$ cat src/hw/rtl/v3alu_pkg.sv
// Shared codes, latencies and saturating round helpers for the vector unit.
package v3alu_pkg;

	localparam logic [3:0] OP_ADD    = 4'd0;
	localparam logic [3:0] OP_SUB    = 4'd1;
	localparam logic [3:0] OP_CROSS  = 4'd2;
	localparam logic [3:0] OP_DOT    = 4'd3;
	localparam logic [3:0] OP_SCALE  = 4'd4;
	localparam logic [3:0] OP_SDIV   = 4'd5;
	localparam logic [3:0] OP_NEG    = 4'd6;
	localparam logic [3:0] OP_EMUL   = 4'd7;
	localparam logic [3:0] OP_EDIV   = 4'd8;
	localparam logic [3:0] OP_LENGTH = 4'd9;
	localparam logic [3:0] OP_NORM   = 4'd10;
	localparam logic [3:0] OP_CLAMP  = 4'd11;

	localparam logic [1:0] ST_OK  = 2'd0;
	localparam logic [1:0] ST_DZ  = 2'd1;
	localparam logic [1:0] ST_SAT = 2'd2;

	localparam int SQRT_STEPS = 32;
	localparam int DIV_STEPS  = 48;
	localparam int SQRT_LAT   = SQRT_STEPS + 1;
	localparam int DIV_LAT    = DIV_STEPS + 1;
	localparam int LATENCY    = SQRT_LAT + DIV_LAT + 3;

	localparam logic [31:0] S32_MAX = 32'h7FFF_FFFF;
	localparam logic [31:0] S32_MIN = 32'h8000_0000;

	typedef struct packed {
		logic [31:0] val;
		logic        ov;
	} rnd_t;

	function automatic logic [50:0] sx51(input logic [31:0] a);
		return {{19{a[31]}}, a};
	endfunction

	function automatic logic [65:0] sx66(input logic [63:0] a);
		return {{2{a[63]}}, a};
	endfunction

	// Saturate a wide two's complement value to 32 bits.
	function automatic rnd_t sat_w(input logic [50:0] v);
		rnd_t r;
		r.ov  = !((&v[50:31]) || !(|v[50:31]));
		r.val = r.ov ? (v[50] ? S32_MIN : S32_MAX) : v[31:0];
		return r;
	endfunction

	// Round Q32.32 to Q16.16, nearest with ties away from zero, then saturate.
	function automatic rnd_t rnd_sat(input logic [65:0] t);
		logic [49:0] h;
		logic [15:0] l;
		logic        inc;
		h   = t[65:16];
		l   = t[15:0];
		inc = h[49] ? (l[15] & (|l[14:0])) : l[15];
		return sat_w({h[49], h} + {50'd0, inc});
	endfunction

endpackage

$ cat src/hw/rtl/v3alu_sqrt.sv
// Pipelined integer square root, one root bit per stage, rounded to nearest.
module v3alu_sqrt import v3alu_pkg::*; (
	input  logic        clk,
	input  logic [63:0] rad,
	output logic [32:0] len
);

	typedef struct packed {
		logic [63:0] x;
		logic [33:0] rem;
		logic [31:0] root;
	} sstg_t;

	sstg_t st0;
	sstg_t st [1:SQRT_STEPS];

	assign st0 = '{x: rad, rem: 34'd0, root: 32'd0};

	for (genvar k = 0; k < SQRT_STEPS; k++) begin : g_step
		sstg_t       cur;
		logic [35:0] rem4, trial;
		logic        ge;
		if (k == 0) begin : g_first
			assign cur = st0;
		end else begin : g_next
			assign cur = st[k];
		end
		always_comb begin
			rem4  = {cur.rem, cur.x[63:62]};
			trial = {2'b00, cur.root, 2'b01};
			ge    = (rem4 >= trial);
		end
		always_ff @(posedge clk) begin
			st[k+1].x    <= {cur.x[61:0], 2'b00};
			st[k+1].rem  <= ge ? 34'(rem4 - trial) : rem4[33:0];
			st[k+1].root <= {cur.root[30:0], ge};
		end
	end

	always_ff @(posedge clk) begin
		len <= {1'b0, st[SQRT_STEPS].root} +
			{32'd0, (st[SQRT_STEPS].rem > {2'b00, st[SQRT_STEPS].root})};
	end

endmodule

$ cat config.mk
export PLATFORM = sky130hd
export DESIGN_NAME = v3alu_sqrt
export DESIGN_NICKNAME = d
export VERILOG_FILES = /design/src/hw/rtl/v3alu_pkg.sv /design/src/hw/rtl/v3alu_sqrt.sv
export SDC_FILE = /design/constraint.sdc
export NUM_CORES = 2
export LEC_CHECK = 0
export ABC_CLOCK_PERIOD_IN_PS = 4680
export BUFFER_PORTS_ARGS = -buffer_cell sky130_fd_sc_hd__buf_2
export CORE_MARGIN = 2
export CORE_UTILIZATION = 54
export CTS_CLUSTER_DIAMETER = 120
export DETAILED_ROUTE_END_ITERATION = 8
export MAX_ROUTING_LAYER = met4
export PLACE_DENSITY = 0.7
export SLEW_MARGIN = 20
export SYNTH_ARGS = -nofsm -noshare
export SYNTH_HDL_FRONTEND = slang
export SYNTH_MEMORY_MAX_BITS = 65536
export SYNTH_SLANG_ARGS = --single-unit
$ cat constraint.sdc
create_clock -name clk -period 4.68 [get_ports clk]
set_input_delay 0.234 -clock clk [delete_from_list [all_inputs] [get_ports clk]]
set_output_delay 0.234 -clock clk [all_outputs]
set_load 0.03 [all_outputs]
# After elaboration in Yosys (flattened, before gate mapping)
# Memories as Yosys holds them, arrays and structs flattened.
# Cells that the tools add are included.
classes:
  add_sub_neg: 33
  magnitude_cmp: 33
  mux: 32
ops:
  columns: ["op", "count"]
  rows:
  - ["36-bit by 34-bit greater-or-equal comparator with 1-bit output", 31]
  - ["34-bit two-way mux", 32]
  - ["34-bit subtractor", 31]
  - ["34-bit by 32-bit > comparator with 1-bit output", 1]
  - ["32-bit by 1-bit adder with 33-bit output", 1]
  - ["2-bit by 1-bit subtractor with 3-bit output, second input constant", 1]
  - ["2-bit by 1-bit greater-or-equal comparator with 1-bit output, second input constant", 1]
totals:
  mem_bits_rw: 4096
  elab_cells: 100
  reg_bits: 33
  output_inout_bits: 33
  inputBits: 65
  memories: 1
memory_table:
  columns: ["name", "words", "width", "read_ports", "rd_ports_with_merged_regs", "write_ports", "line", "rtl"]
  rows:
  - ["st", 32, 128, 32, 0, 32, "v3alu_sqrt.sv:15", "sstg_t st [1:SQRT_STEPS];"]

# Longest topological paths before layout
# An unclocked memory read counts as a cell.
logic_depth:
  word_depth: 3
  mapped_depth: 20

# Least setup slack after synthesis
# OpenSTA, ideal clock, no wires.
synth_timing:
  path_kind: "register to register"
  start: "register st[6][128] (netlist name)"
  end: "register st[7][62] (netlist name)"
  synth_period_minus_slack_ns: 3.354
  arrival_ns: 3.236
  n_path_buf: 1
  required_time_ns: 4.562
  setup_slack_ns: 1.326
  setup_time_ns: 0.118
  stages_incl_launch_ff: 14
  cell_sequence: "dfxtp_1 -> inv_1 -> ha_1 -> nor2b_1 -> o21a_1 -> o21ai_0 -> a21oi_1 -> a21o_1 -> or4b_1 -> or2_1 -> or4_1 -> clkbuf_2 -> or3_1 -> xnor2_1"

==> impl_metrics.tcl <==
set metrics [dict create \
    yosys.area_share.simple_pct 12.3 \
    p_seq_share_pct 47.2 \
    vias_per_cell 5.32 \
    yosysUniqueCellTypes 98 \
    slew_viol_final 0 \
    cts_resized 0 \
    hold_depth 3 \
    r2r_cells 19 \
    fmax_mhz 252 \
    cp_max_fo 5 \
    core_um2 176000 \
    gr-usage-all-layers_pct 22.9 \
    rows 154 \
    skew_ns 0.0669 \
    fin_crit_ns 3.97 \
    timing.final.ws_setup_ns 0.711 \
    comb_power_share_pct 17.3 \
    drt_iter0_drc 4086 \
    synth-edff-count 0 \
    r2r_start "st[16][5]$_DFF_P_" \
    clockBufferDepth 4 \
    grt_max_degree 44 \
    ant_nets 0 \
    dp_slack_ns 0.771 \
    power_density_nw_per_um2 556 \
    synth_top_cell_by_area "dfxtp_1" \
    initial_utilization_pct 54.3 \
    antenna_found_initial 1 \
    vias 65600 \
    syn_inst 9421 \
    crit_path_end_kind "register" \
    netlist.area_leader.share_pct 54.3 \
    syn_to_final_growth_pct 14.2 \
    r2r_end "len[25]$_DFF_P_" \
    die-area_um2 180000 \
    cp.arrival_ns 4.73 \
    swShare_pct 27.9 \
    clk-insertion-delay-late_ns 0.94 \
    synth_ff_type "dfxtp_1" \
    syn-cell-area_um2 95500 \
    synth_compound_area_share_pct 12.3 \
    synth-xor-area-share_pct 8.35 \
    die_w_um 425 \
    cts_tree "yes" \
    critPathLaunchType "register" \
    gp_congestion 0.926 \
    clk_root_buffer_cell "clkbuf_16" \
    final_util_pct 62.0 \
    nets 10500 \
    netlist_top_cells_count "2590 x dfxtp_1, 752 x inv_1, 623 x a21oi_1" \
    drive_gt1_share_pct 7.59 \
    cts_buffers 276 \
    tns_ns 0 \
    clkPwrFrac_pct 35.5 \
    dp_hpwl_um 150000 \
    die_h_um 425 \
    ios 98 \
    drv_cap 0 \
    cts_max_level 5 \
    hold_start "rad[62]" \
    hold_path.class "in -> reg" \
    relSlewSlack_pct 30.2 \
    yosysMostFrequentCell "dfxtp_1" \
    synth-seq-cells 2590 \
    n_antenna_cell 0 \
    port_buffers 97 \
    setup_viol 0 \
    rsz0062_at_grt "false" \
    first_pass_iters 5 \
    vdd.ir_drop.worst_mv 0.446 \
    drcViolationCount 0 \
    fin_hold_ws_ns 0.0938 \
    avgSynthCellArea_um2 10.1 \
    clk_pin_slew_ns 0.06 \
    switching_power_mw 16.9 \
    synthTopCellsByArea "dfxtp_1 54%, ha_1 7.8%, xnor2_1 4.5%, xor2_1 3.9%, a21oi_1 3.3%" \
    grt_pass1_wl_um 329000 \
    total_power_mw 60.6 \
    yosysWarnings 0 \
    cts_sinks 2590 \
    worstSetupPathType "reg -> reg" \
    wl_per_cell_um 16.5 \
    routed_wl_um 203000 \
    p_leak_nw 51.4 \
    finalCritPeriodShare_pct 84.8 \
    synthAdderAreaFrac_pct 7.85 \
    grt_pass1_vias 65400 \
    internal_power_mw 43.7 \
    synth_top_family_by_area "compound AO/OA/AOI/OAI gates" \
    hold_viol 0 \
    synthArstFlopShare_pct 0 \
    rrSetupSlack_ns 0.71 \
    status "finished clean" \
    grt-ovfl-total 0 \
    worstPathRequired_ns 5.44 \
    muxShareOfSynthArea_pct 1.24 \
    worstHoldEndpoint "st[0][128]$_DFF_P_" \
    seq_area_frac_synth_pct 54.3 \
    tightestPinTransition_ns 1.04 \
    syn-num-nets 10100 \
]
cell usage in the layout (no fill, tap or decap), types with 81 or more instances in the layout:
cell type         n
a21o_1          253
a21oi_1         622
buf_2            97
clkbuf_16       281
dfxtp_1        2590
dlygate4sd3_1   128
ha_1            599
inv_1           752
mux2_2           98
nand2_1         621
nand2b_1        125
nand3_1         152
nand4_1         104
nor2_1          578
nor2b_1          81
nor3_1          202
nor4_1          119
o21a_1          102
o21ai_0         493
or3_1           102
xnor2_1         487
xor2_1          424
per-layer routing:
metal / vias to the layer above / track usage (%) / part of all wire [%]
met3: 453 / 3.53 / 4.7
li1: 32900 / - / -
met5: - / - / 0
met4: 0 / 7.98 / 3.0
met2: 1487 / 39.3 / 49
met1: 30700 / 27.3 / 43
sequential cells by signal, indices dropped and copies added (netlist names):
register and count:
len 33, st 2557
layout make-up:
type / instances / area, um2
Sequential cell: 2590 / 51800
Inverter: 755 / 2830
Clock buffer: 378 / 7910
Fill cell: 14200 / 66800
Tap cell: 2340 / 2930
Multi-Input combinational cell: 5902 / 40300
Clock inverter: 88 / 1140
Timing Repair Buffer: 271 / 2150
cell families (layout without fill, tap and decap cells):
family / Yosys count / after routing
buffers and inverters: 929 / 1492
and+or+nand+nor: 2372 / 2372
DFF: 2590 / 2590
adders and majority gates: 599 / 599
other: 1 / 1
xor gates and xnor gates: 911 / 911
muxes: 106 / 106
AOI/OAI and AO/OA: 1913 / 1913
worst max-delay path, stage by stage, from the launching register on:
cell and delay (ns):
dfxtp_1 0.40, inv_1 0.10, ha_1 0.30, nand4_1 0.13, nor2_1 0.13, nor2_1 0.05, a21oi_1 0.18, o31ai_1 0.12
o211ai_1 0.15, a221oi_1 0.12, o21ai_0 0.21, o21a_1 0.26, ha_1 0.26, nand3_1 0.13, nor4_1 0.24, buf_4 0.20
and3_1 0.26, nor2b_1 0.33, nand3_1 0.14, xnor2_1 0.14
worst max-delay path by stage:
stage | from | end | slack, ns | cells after the start
global route | st[16][5]$_DFF_P_ | len[25]$_DFF_P_ | 0.42 | 19
floorplan | st[6][128]$_DFF_P_ | st[7][62]$_DFF_P_ | 1.33 | 13
finish | st[16][5]$_DFF_P_ | len[25]$_DFF_P_ | 0.71 | 19
CTS | st[16][5]$_DFF_P_ | len[25]$_DFF_P_ | 0.75 | 19
detailed placement | st[16][5]$_DFF_P_ | len[25]$_DFF_P_ | 0.77 | 19
global placement | st[16][5]$_DFF_P_ | len[25]$_DFF_P_ | 0.72 | 19
power by group through the flow:
stage	sequential, mW	clock [mW]	combinational, mW
after floorplan	28.4	0	7.92
after global placement	29.1	0	10.1
after detailed placement	29.1	0	10.3
after CTS	28.7	22.0	10.5
after global routing	29.1	23.0	11.8
final	28.6	21.5	10.5
per-stage QoR:
step	std cells	cell area, um2
final	12300	109000
after global routing	12300	109000
after CTS	12300	109000
after detailed placement	11700	98800
after global placement	11700	98800
after floorplan	9421	95500
repair_timing:
item                      in CTS  in global routing
hold endpoints to repair      65                  0
hold buffers                 128                  0
buffers inserted               0                  0
Power figures use the tool's default switching activity.
